[config.mk]
export PLATFORM = sky130hd
export DESIGN_NAME = tcw_ctrl
export DESIGN_NICKNAME = d
export VERILOG_FILES = /design/src/sv/tcw_pkg.sv /design/src/sv/tcw_ctrl.sv
export SDC_FILE = /design/constraint.sdc
export NUM_CORES = 1
export LEC_CHECK = 0
export ABC_CLOCK_PERIOD_IN_PS = 4130
export BUFFER_PORTS_ARGS = -buffer_cell sky130_fd_sc_hd__buf_4
export CAP_MARGIN = 20
export CORE_AREA = 2 2 39 41
export CTS_BUF_LIST = sky130_fd_sc_hd__clkbuf_8 sky130_fd_sc_hd__clkbuf_16
export DETAILED_ROUTE_END_ITERATION = 10
export DIE_AREA = 0 0 41 43
export PLACE_DENSITY_LB_ADDON = 0.08
export SETUP_SLACK_MARGIN = 0.15
export SKIP_CTS_REPAIR_TIMING = 1
export SLEW_MARGIN = 20
export SYNTH_ARGS = -nofsm -noshare
export SYNTH_HDL_FRONTEND = slang
export SYNTH_SLANG_ARGS = --single-unit
[constraint.sdc]
create_clock -name clk -period 4.13 [get_ports clk]
set_input_delay 0.2065 -clock clk [delete_from_list [all_inputs] [get_ports clk]]
set_output_delay 0.2065 -clock clk [all_outputs]
set_load 0.01 [all_outputs]
[src/sv/tcw_pkg.sv]
// ----------------------------------------------------------------------------
// tcw_pkg
// Shared types and constants for the text console writer: operation codes,
// controller command and datapath status bundles, cell format constants.
// ----------------------------------------------------------------------------
package tcw_pkg;

  localparam int COLUMNS_DEF = 80;
  localparam int ROWS_DEF    = 25;

  localparam int CELL_W = 16;

  localparam logic [7:0] BLANK_CHAR   = 8'd32;
  localparam logic [7:0] NEWLINE_CHAR = 8'd10;
  localparam logic [7:0] ATTR_RESET   = 8'd7;

  typedef enum logic [1:0] {
    OP_PUT    = 2'd0,
    OP_CLEAR  = 2'd1,
    OP_SCROLL = 2'd2,
    OP_READ   = 2'd3
  } op_t;

  typedef struct packed {
    logic load_in;
    logic start_item;
    logic put;
    logic home;
    logic scroll_setup;
    logic rd_index;
    logic rd_src;
    logic capture_rd;
    logic copy_write;
    logic blank_write;
    logic load_out;
  } tcw_cmd_t;

  typedef struct packed {
    op_t  op;
    logic put_ovf;
    logic lines_zero;
    logic lines_ge_rows;
    logic index_ok;
    logic copy_done;
    logic blank_done;
    logic out_busy;
  } tcw_sts_t;

endpackage

[src/sv/tcw_ctrl.sv]
// ----------------------------------------------------------------------------
// tcw_ctrl
// Controller for the text console writer: sequences put, clear, scroll and
// read requests over the datapath and the cell store.
// ----------------------------------------------------------------------------
module tcw_ctrl
  import tcw_pkg::*;
(
  input  logic     clk,
  input  logic     rst_n,
  input  logic     in_valid,
  output logic     in_ready,
  output tcw_cmd_t cmd,
  input  tcw_sts_t sts
);

  typedef enum logic [3:0] {
    ST_IDLE,
    ST_DECODE,
    ST_PUT,
    ST_SCR_SETUP,
    ST_COPY_RD,
    ST_COPY_WR,
    ST_BLANK,
    ST_RD_WAIT,
    ST_FINISH
  } state_t;

  state_t state_r, state_nxt;
  logic   in_ready_r;

  always_comb begin
    state_nxt = state_r;
    cmd       = '0;
    case (state_r)
      ST_IDLE: begin
        if (in_valid && in_ready_r) begin
          cmd.load_in = 1'b1;
          state_nxt   = ST_DECODE;
        end
      end
      ST_DECODE: begin
        cmd.start_item = 1'b1;
        case (sts.op)
          OP_PUT: begin
            state_nxt = ST_PUT;
          end
          OP_CLEAR: begin
            cmd.home  = 1'b1;
            state_nxt = ST_BLANK;
          end
          OP_SCROLL: begin
            if (sts.lines_zero) begin
              state_nxt = ST_FINISH;
            end else if (sts.lines_ge_rows) begin
              cmd.home  = 1'b1;
              state_nxt = ST_BLANK;
            end else begin
              state_nxt = ST_SCR_SETUP;
            end
          end
          OP_READ: begin
            if (sts.index_ok) begin
              cmd.rd_index = 1'b1;
              state_nxt    = ST_RD_WAIT;
            end else begin
              state_nxt = ST_FINISH;
            end
          end
          default: begin
            state_nxt = ST_FINISH;
          end
        endcase
      end
      ST_PUT: begin
        cmd.put   = 1'b1;
        state_nxt = sts.put_ovf ? ST_SCR_SETUP : ST_FINISH;
      end
      ST_SCR_SETUP: begin
        cmd.scroll_setup = 1'b1;
        state_nxt        = ST_COPY_RD;
      end
      ST_COPY_RD: begin
        if (sts.copy_done) begin
          state_nxt = ST_BLANK;
        end else begin
          cmd.rd_src = 1'b1;
          state_nxt  = ST_COPY_WR;
        end
      end
      ST_COPY_WR: begin
        cmd.copy_write = 1'b1;
        state_nxt      = ST_COPY_RD;
      end
      ST_BLANK: begin
        if (sts.blank_done) begin
          state_nxt = ST_FINISH;
        end else begin
          cmd.blank_write = 1'b1;
        end
      end
      ST_RD_WAIT: begin
        cmd.capture_rd = 1'b1;
        state_nxt      = ST_FINISH;
      end
      ST_FINISH: begin
        if (!sts.out_busy) begin
          cmd.load_out = 1'b1;
          state_nxt    = ST_IDLE;
        end
      end
      default: begin
        state_nxt = ST_IDLE;
      end
    endcase
  end

  always_ff @(posedge clk) begin
    if (!rst_n) begin
      state_r    <= ST_IDLE;
      in_ready_r <= 1'b0;
    end else begin
      state_r    <= state_nxt;
      in_ready_r <= (state_nxt == ST_IDLE);
    end
  end

  assign in_ready = in_ready_r;

  a_accept_idle: assert property (@(posedge clk) disable iff (!rst_n)
    (in_valid && in_ready) |-> (state_r == ST_IDLE))
    else $error("request accepted outside idle");

  a_load_free: assert property (@(posedge clk) disable iff (!rst_n)
    cmd.load_out |-> !sts.out_busy)
    else $error("result loaded over a pending result");

  a_copy_order: assert property (@(posedge clk) disable iff (!rst_n)
    cmd.copy_write |-> ($past(state_r) == ST_COPY_RD))
    else $error("copy write without a preceding read");

  a_ready_after_load: assert property (@(posedge clk) disable iff (!rst_n)
    cmd.load_out |=> in_ready)
    else $error("not ready after result load");

endmodule

### After elaboration in Yosys (flattened, before gate mapping)

Index checks and enable logic that the tools add are counted.

* eq/ne operators: 11
* muxes and demuxes: 30
* reductions and logical operators: 5

Operators with widths (number)
* $pmux 4 s8: 1
* $mux 4: 6
* $mux 1: 19
* $eq 4x3->1 const B: 4
* $pmux 4 s4: 1
* $eq 4x2->1 const B: 2
* $logic_not 4->1: 2
* $eq 2x2->1 const B: 2
* $eq 4x1->1 const B: 1
* $eq 4x4->1 const B: 1
* $mux 3: 1
* $eq 2x1->1 const B: 1
* $logic_not 2->1: 1
* $mux 2: 1
* $pmux 1 s2: 1
* $reduce_or 2->1: 1
* $logic_and 1x1->1: 1

* flip-flop bits (word level): 5
* bits of input ports: 12
* word-level logic and storage cells: 48

### Depth between registers and ports, before layout

Gate-level depths: netlist (run 1).

* word-level depth: 5
* mapped depth: 6
* mapped depth without buffers: 6

### Least setup slack after synthesis (run 1)

OpenSTA, ideal clock, no wires.

* path kind: flip-flop to flip-flop
* from: reg state_r[2]
* to: reg state_r[0]
* setup slack: 2563 ps
* clock period less this slack: 1567 ps
* stages on the path, launching flop included: 6
* arrival time: 1508 ps
* cells stage by stage: dfxtp_1 buf_2 or2_1 nor4_1 nand3b_1 and2_1

* word-level cells in the longest chain between the ends: 3
* elaborated cells between the ends (all ways): 11
* classes of those cells: eq/ne: 8; mux: 1; reduce/logical: 2

RTL lines
* from (decl): line tcw_ctrl.sv:29 `state_t state_r, state_nxt;`
* from (signal assigned): line tcw_ctrl.sv:123 `state_r <= state_nxt;`
* $eq 4x3->1 / $eq 4x2->1 (equally long branches): line tcw_ctrl.sv:35 `case (state_r)`
* $reduce_or 2->1 (no source line)
* $pmux 4 s8 *: line tcw_ctrl.sv:35

Every way passes the cells marked *; elsewhere a longest branch is shown, timed or not.
A chain may end at the register's enable or synchronous reset.

==> run metrics, run 1 <==
Main synth FF type dfxtp_1; crit path kind register to output port; FMAX 0.525 GHz; clk root buf clkbuf_8; Slew @ Worst Pin 0.441 ns; Tot GR Track Use 17.0%; share of layout cells above drive strength 1 37.5%; antenna violations before repair 0; first-pass iteration count of the detailed router 2; RR Startpoint state_r[1]; Setup TNS 0 ns; Vias 577; Detailed Route Iter0 Violations 3; setup violators final 0; largest area contributor in the netlist dfxtp_1; IO Pins 24; Worst EP required 3.92 ns; Sequential cell area 100 µm²; CP Capture Point cmd[7]; Yosys reg bits 5; post-route clock period utilization 46.1%; post-DR vias/cell 5.15; Setup Skew 0.00309 ns; slew margin rel. 70.5%; Clk Latency, worst-skew pair 0.22 ns; Reg2Reg Depth 4; Setup crit start state_r[0]; Synthesized Nets 89; final count of hold timing violations 0; number of warnings issued by yosys 0; GP Congestion 0.760; CP endpoint kind output port; VDD IR max 0.000248 V; pin count of the biggest net entering global routing 14; top cell type's share of synthesized area 17.2%; Cell Count Post-Placement 108; Detailed Place HPWL 1060 µm; Area Overhead vs Synth 37.3%; multi-input logic area 439 µm²; antenna viol nets, final 0; reg-to-reg endpoint in_ready; DRC Markers 0; Hold Crit Class input pin to register; RSZ-0062 raised after global routing false; total power 0.303 mW; Post-Syn Area per Cell 8.10 µm²; vias in the first global route 532; Finished Core Util 57.9%; Pins Over Slew Limit 0; Clock Sinks 5; Post-Syn Area 583 µm²; EDFF count, synth 0; CTS Buf Count 3; # port buffers 23; Syn Inst Count 72; CP max FO 11; status complete, no violations; count leader, synth nor2_1; filler cell count in the final layout 142; # H-tree levels 1; wirelength, routed 1280 µm; leakage 0.390 nW; Fin Hold WS 0.210 ns; r2r setup slk 2.36 ns; clock-pin slew on the worst setup and hold paths 0.04 ns; worst-case clock buffer depth 2; fin nets 114; drt wl/cell 11.4 µm; ys async rst share 0%; Core Region 0.00138 mm²; global-route wire length before repair 2040 µm; full die area 0.00176 mm²; sequential area share after synthesis 17.2%; Antenna Cells 0; total gr overflow 0; WP data arrival 1.70 ns; Post-synth top cells nor2_1 (8), inv_1 (6), dfxtp_1 (5), ha_1 (5), nand2_1 (4); Finished Layout Cells 112; Die Y-Extent 43 µm; most area-consuming cells after synthesis dfxtp_1 (17%), ha_1 (11%), nor2_1 (5.2%), nor4b_4 (4.1%), inv_1 (3.9%); PwrDens 378 mW/mm²; Initial Util 42.1%; CTS tree built; crit start category register; Max Cap Viol 0; Die Width 41 µm; min Tclk post-route 1.90 ns; post-synth cell types 36; Core Rows 14
## critical path: stages (launching register included)
cell	delay, ns
dfxtp_1	0.52
or4b_4	0.56
inv_1	0.10
nand2_1	0.05
a21oi_1	0.11
buf_4	0.14
## area by class of cell
| cell class | count | share of cell area, % |
|---|---|---|
| multi-input combinational | 58 | 54.8 |
| timing repair buffer | 23 | 21.6 |
| sequential | 5 | 12.5 |
| clock buffer | 3 | 5.16 |
| inverter | 6 | 2.81 |
| tap | 16 | 2.50 |
| clock inverter | 1 | 0.625 |
## report_power, final
part,switching (mW),internal (mW)
Clock,0.0250,0.0648
Sequential,0.0216,0.0604
Combinational,0.0599,0.0712
## through the flow
stage               setup slack [ns]  cell area [µm²]
finish                          2.23              801
detailed placement              2.37              754
CTS                             2.21              801
global placement                2.36              754
global route                    2.13              801
floorplan                       2.56              583
## how the worst min path moves through the flow
| stage | from | endpoint | depth (start not counted) |
|---|---|---|---|
| global placement | rst_n | state_r[0] | 2 |
| finish | rst_n | state_r[2] | 2 |
| global route | rst_n | state_r[2] | 2 |
| CTS | rst_n | state_r[2] | 2 |
| floorplan | rst_n | state_r[2] | 1 |
| detailed placement | rst_n | state_r[2] | 2 |
## cells in the final DEF (no fill, tap or decap)
cell type and instances:
a311oi_2 1, inv_1 6, o21a_1 1, nor3b_1 3, or2b_1 1, or3b_2 1
nand3b_1 2, a31oi_1 1, a21oi_1 3, dfxtp_1 5, nor2_1 8, nand2_2 1
nand2_1 4, o211a_1 1, o21ai_0 2, a2111oi_0 1, nor3_1 2, a211oi_2 1
or4b_4 1, and2_1 3, nor4bb_1 1, nor4_1 2, clkinv_2 1, nand2b_1 3
or2b_4 1, clkbuf_8 3, or2_1 1, nor2_2 1, ha_1 5, nor4b_4 1
or4_4 1, nor2b_1 1, and3b_1 1, and4b_1 1, a32o_1 1, buf_4 23
a211o_1 1
## cells by family after synthesis
logic type	after synthesis	share of synthesized area [%]
AND/OR/NAND/NOR	40	46.8
AO/OA/AOI/OAI	13	17.8
buffers and inverters	9	7.51
adder cells (fa/ha/maj)	5	10.7
flip-flops	5	17.2
## flip-flops by register name, summed over array words and instances (netlist names)
name	cells
in_ready	1
state_r	4
## per-layer routing
layer	vias to the layer above	GRT usage (%)	part of all wire, %
li1	308	-	-
met1	254	23.0	50
met2	15	23.8	44
met3	0	3.66	6.2
met4	0	10.0	0
met5	-	0	0
Power figures use the tool's default switching activity.
==> run 2: changes to the inputs <==
--- a/config.mk
+++ b/config.mk
@@ -5,13 +5,13 @@
 export SDC_FILE = /design/constraint.sdc
 export NUM_CORES = 1
 export LEC_CHECK = 0
-export ABC_CLOCK_PERIOD_IN_PS = 4130
+export ABC_CLOCK_PERIOD_IN_PS = 1600
 export BUFFER_PORTS_ARGS = -buffer_cell sky130_fd_sc_hd__buf_4
 export CAP_MARGIN = 20
-export CORE_AREA = 2 2 39 41
+export CORE_MARGIN = 2
+export CORE_UTILIZATION = 41
 export CTS_BUF_LIST = sky130_fd_sc_hd__clkbuf_8 sky130_fd_sc_hd__clkbuf_16
 export DETAILED_ROUTE_END_ITERATION = 10
-export DIE_AREA = 0 0 41 43
 export PLACE_DENSITY_LB_ADDON = 0.08
 export SETUP_SLACK_MARGIN = 0.15
 export SKIP_CTS_REPAIR_TIMING = 1
==> constraint.sdc (replaced) <==
create_clock -name clk -period 1.6 [get_ports clk]
set_input_delay 0.08 -clock clk [delete_from_list [all_inputs] [get_ports clk]]
set_output_delay 0.08 -clock clk [all_outputs]
set_load 0.01 [all_outputs]
==> run metrics, run 2 (synthesized netlist as in run 1, its figures left out) <==
status finished with violations; violated checks negative setup slack; final count of hold timing violations 0 (unchanged); total gr overflow 0 (unchanged); CP Cell Sequence or4b_4, inv_2, nand2_2, a21oi_2, buf_4; CTS tree built; share of layout cells above drive strength 1 56.1% (+19 points); Vias 653 (+13%); CTS Buf Count 3 (unchanged); Max Cap Viol 0 (unchanged); VDD IR max 0.000810 V (+230%); vias in the first global route 585 (+10%); min Tclk post-route 1.61 ns; Pins Over Slew Limit 0 (unchanged); Fin Hold WS 0.0905 ns (-0.120 ns); crit start category register; worst-case clock buffer depth 2 (unchanged); clk root buf clkbuf_8; Worst Hold Endpoint state_r[2]; Placed Area 815 µm² (+8.0%); Setup Skew 0.00450 ns (+0.00141 ns); pin count of the biggest net entering global routing 12 (-2); post-route clock period utilization 100%; WHS Path Cells 2 (unchanged); filler cell count in the final layout 118 (-17%); r2r setup slk 0.01 ns (-2.35 ns); slew margin rel. 70.9% (+0.40 points); cell family with most CP delay simple AND/OR/NAND/NOR gates; Largest Register state_r; # port buffers 23 (unchanged); Core Rows 13 (-1); fin nets 125 (+9.6%); post-DR vias/cell 5.35 (+3.9%); commonest cells after routing, fill and taps aside buf_4 (32), nor2_1 (7), inv_1 (6); antenna viol nets, final 0 (unchanged); Setup TNS -0.00688 ns (-0.00688 ns); Worst path slowest cell or4b_4; Tot GR Track Use 17.7% (+0.68 points); Worst EP required 1.52 ns (-2.40 ns); Area Overhead vs Synth 62.2%; Setup Slack @ Placement -0.0182 ns (-2.38 ns); WP data arrival 1.53 ns (-0.17 ns); global-route wire length before repair 2450 µm (+20%); DRC Markers 0 (unchanged); CP endpoint kind output port; Largest register FFs 4 (unchanged); leakage 0.463 nW (+19%); Antenna Cells 0 (unchanged); design area 946 µm² (+18%); Reg2Reg Depth 4 (unchanged); IO Pins 24 (unchanged); commonest non-fill, non-tap cell in the layout buf_4; Initial Util 44.3% (+2.1 points); RR Startpoint state_r[3]; worst stage delay on the critical path 0.58 ns (+0.02 ns); setup violators final 1 (+1); Die Y-Extent 41.7 µm (-3.0%); PwrDens 989 mW/mm² (+160%); worst path bufs/invs 2 (unchanged); drt wl/cell 13.6 µm (+19%); crit path kind register to output port; full die area 0.00174 mm² (-1.3%); Core Region 0.00132 mm² (-4.8%); FMAX 0.622 GHz; clock-pin slew on the worst setup and hold paths 0.04 ns (about the same); total power 0.936 mW (+210%); first-pass iteration count of the detailed router 4 (+2); reg-to-reg endpoint state_r[0]; Clk Latency, worst-skew pair 0.22 ns (about the same); Clock Sinks 5 (unchanged); wirelength, routed 1660 µm (+30%); GP Congestion 0.829 (+9.0%); CP max FO 5 (-6); Detailed Route Iter0 Violations 12 (+9); Die Width 41.7 µm (+1.7%); hold wc startpoint rst_n; Detailed Place HPWL 1220 µm (+15%); antenna violations before repair 0 (unchanged); # H-tree levels 1 (unchanged); Slew @ Worst Pin 0.425 ns (-0.0164 ns); RSZ-0062 raised after global routing true; PnR worst setup slack -0.00688 ns (-2.23 ns); Hold Crit Class input pin to register
## run 2: area by class of cell
cell class                 count  area [µm²]  share of cell area, %
multi-input combinational     58         484                   51.2
clock buffer                   3        41.3                   4.37
clock inverter                 1        3.75                  0.397
inverter                       6        22.5                   2.38
timing repair buffer          34         263                   27.8
tap                           15        18.8                   1.98
sequential                     5         113                   11.9
## run 2: how the worst max path moves through the flow
| stage | startpoint | to | cells after the start |
|---|---|---|---|
| 3_5_place_dp | state_r[2] | in_ready | 4 |
| 6_report | state_r[3] | cmd[7] | 5 |
| 2_1_floorplan | state_r[1] | state_r[0] | 4 |
| 4_1_cts | state_r[0] | cmd[7] | 5 |
| 5_1_grt | state_r[3] | cmd[7] | 5 |
| 3_3_place_gp | state_r[2] | in_ready | 4 |
## run 2: power breakdown
| group | switching, mW | internal (mW) |
|---|---|---|
| clock network | 0.0607 | 0.164 |
| logic | 0.230 | 0.280 |
| registers | 0.0390 | 0.162 |
| total | 0.330 | 0.606 |
## run 2: stage by stage
step / util, % / cells
floorplan: - / 72
global placement: 61.8 / 113
detailed placement: 61.8 / 113
CTS: 65.2 / 117
global route: 71.8 / 122
finish: 71.8 / 122
## run 2: worst reg2reg max path, cell delays in order, from the launching register on
cell      delay [ns]
dfxtp_4         0.34
or4b_4          0.58
a211o_1         0.30
nand3b_1        0.17
and2_1          0.15
## run 2: layer usage
layer | GRT usage, % | vias to the layer above | wire [µm] | part of all wire [%]
met5 | 0 | - | 0 | 0
met4 | 3.23 | 0 | 14 | 0.84
met3 | 6.09 | 2 | 98 | 5.9
met2 | 31.3 | 26 | 874 | 53
met1 | 20.7 | 299 | 675 | 41
li1 | - | 326 | - | -
==> run 3: changes to the inputs <==
--- a/config.mk
+++ b/config.mk
@@ -9,8 +9,8 @@
 export BUFFER_PORTS_ARGS = -buffer_cell sky130_fd_sc_hd__buf_4
 export CAP_MARGIN = 20
 export CORE_MARGIN = 2
-export CORE_UTILIZATION = 41
-export CTS_BUF_LIST = sky130_fd_sc_hd__clkbuf_8 sky130_fd_sc_hd__clkbuf_16
+export CORE_UTILIZATION = 44
+export CTS_BUF_LIST = sky130_fd_sc_hd__clkbuf_8
 export DETAILED_ROUTE_END_ITERATION = 10
 export PLACE_DENSITY_LB_ADDON = 0.08
 export SETUP_SLACK_MARGIN = 0.15
==> constraint.sdc (replaced) <==
create_clock -name clk -period 1.6 [get_ports clk]
set_input_delay 0.08 -clock clk [delete_from_list [all_inputs] [get_ports clk]]
set_output_delay 0.08 -clock clk [all_outputs]
set_load 0.05 [all_outputs]
==> run metrics, run 3 (synthesized netlist as in run 1, its figures left out) <==
PwrDens 1100 mW/mm² (+11%); Max Cap Viol 0 (unchanged); crit start category register; CP Cell Sequence or4b_4, clkinvlp_4, nand2_2, a21oi_4, buf_6; antenna viol nets, final 0 (unchanged); worst stage delay on the critical path 0.59 ns (about the same); worst-case clock buffer depth 2 (unchanged); Largest Register state_r; clk root buf clkbuf_8; Core Region 0.00127 mm² (-3.7%); Finished Layout Cells 123 (+0.82%); commonest non-fill, non-tap cell in the layout buf_4; Fin Hold WS 0.110 ns (+0.0198 ns); crit path kind register to output port; Clk Latency, worst-skew pair 0.23 ns (about the same); post-DR vias/cell 5.62 (+5.0%); Clock Sinks 5 (unchanged); Die Width 40.4 µm (-3.1%); min Tclk post-route 1.69 ns (+0.0798 ns); IO Pins 24 (unchanged); worst path bufs/invs 2 (unchanged); status finished with violations; WP data arrival 1.61 ns (+0.08 ns); leakage 0.480 nW (+3.6%); fin nets 126 (+0.80%); Setup TNS -0.152 ns (-0.145 ns); Largest register FFs 4 (unchanged); full die area 0.00163 mm² (-6.2%); RSZ-0062 raised after global routing true; PnR worst setup slack -0.0867 ns (-0.0798 ns); CTS tree built; DRC Markers 0 (unchanged); global-route wire length before repair 2290 µm (-6.5%); antenna violations before repair 0 (unchanged); Finished Core Util 84.0% (+12 points); Pins Over Slew Limit 0 (unchanged); post-route clock period utilization 105% (+5.0 points); CP max FO 5 (unchanged); setup violators final 3 (+2); Initial Util 46.0% (+1.7 points); WP depth 5 (unchanged); pin count of the biggest net entering global routing 11 (-1); first-pass iteration count of the detailed router 4 (unchanged); GP Congestion 0.799 (-3.6%); share of layout cells above drive strength 1 60.2% (+4.1 points); Setup Skew 0.00641 ns (+0.00191 ns); slew margin rel. 78.3% (+7.4 points); Reg2Reg Depth 4 (unchanged); Area Overhead vs Synth 82.8%; VDD IR max 0.000813 V (+0.46%); FMAX 0.593 GHz (-4.7%); # H-tree levels 1 (unchanged); CP endpoint kind output port; Core Rows 13 (unchanged); Detailed Route Iter0 Violations 29 (+17); cell family with most CP delay simple AND/OR/NAND/NOR gates; final count of hold timing violations 0 (unchanged); commonest cells after routing, fill and taps aside buf_4 (25), buf_6 (8), nor2_1 (7); Antenna Cells 0 (unchanged); # port buffers 23 (unchanged); CTS Buf Count 3 (unchanged); WHS Path Cells 2 (unchanged); Worst EP required 1.52 ns (about the same); Detailed Place HPWL 1250 µm (+1.7%); drt wl/cell 16.3 µm (+19%); Die Y-Extent 40.4 µm (-3.1%); vias in the first global route 571 (-2.4%); Worst path slowest cell or4b_4; clock-pin slew on the worst setup and hold paths 0.04 ns (about the same); violated checks negative setup slack; Tot GR Track Use 21.5% (+3.7 points); Slew @ Worst Pin 0.322 ns (-0.103 ns); Cell Count Post-Placement 113 (unchanged); Hold Crit Class input pin to register; Vias 691 (+5.8%); total gr overflow 0 (unchanged); wirelength, routed 2000 µm (+20%)
[run 3: cell types whose count changed in the layout (fill, tap and decap cells not counted), moves of 2 or more]
| cell | change |
|---|---|
| buf_8 | +2 |
| nor2_4 | +2 |
| buf_4 | -7 |
| nor2_2 | -2 |
| buf_6 | +6 |
[run 3: per-stage QoR]
step | instance area, µm² | total power [mW] | worst slack (ns)
detailed placement | 862 | 0.774 | 0.0137
global placement | 862 | 0.766 | 0.0217
floorplan | 652 | 0.617 | -0.153
CTS | 907 | 1.01 | -0.122
finish | 1070 | 1.17 | -0.0867
global route | 1070 | 1.21 | -0.114
[run 3: report_power, final]
group	switching [mW]	internal [mW]	total [mW]
Combinational	0.401	0.323	0.724
Clock	0.0762	0.166	0.242
Sequential	0.0401	0.164	0.204
Total	0.517	0.653	1.17
[run 3: path summary, 6_finish.rpt]
check                  start         end  slack (ns)
setup / recovery  state_r[3]      cmd[7]       -0.09
hold / removal         rst_n  state_r[1]        0.11
setup reg to reg  state_r[3]  state_r[0]       -0.01
hold reg to reg   state_r[3]  state_r[2]        0.78
[run 3: metal layers]
| metal | up-vias | part of all wire, % | global-route usage (%) |
|---|---|---|---|
| li1 | 327 | - | - |
| met1 | 319 | 39 | 23.6 |
| met2 | 37 | 52 | 37.3 |
| met3 | 8 | 7.3 | 6.11 |
| met4 | 0 | 2.1 | 10.0 |
| met5 | - | 0 | 0 |
[run 3: final cells by class]
cell class | count | area (µm²)
fill | 73 | 203
tap | 15 | 18.8
clock buffer | 3 | 41.3
inverter | 6 | 26.3
clock inverter | 1 | 3.75
sequential | 5 | 114
multi-input combinational | 58 | 554
timing repair buffer | 35 | 308
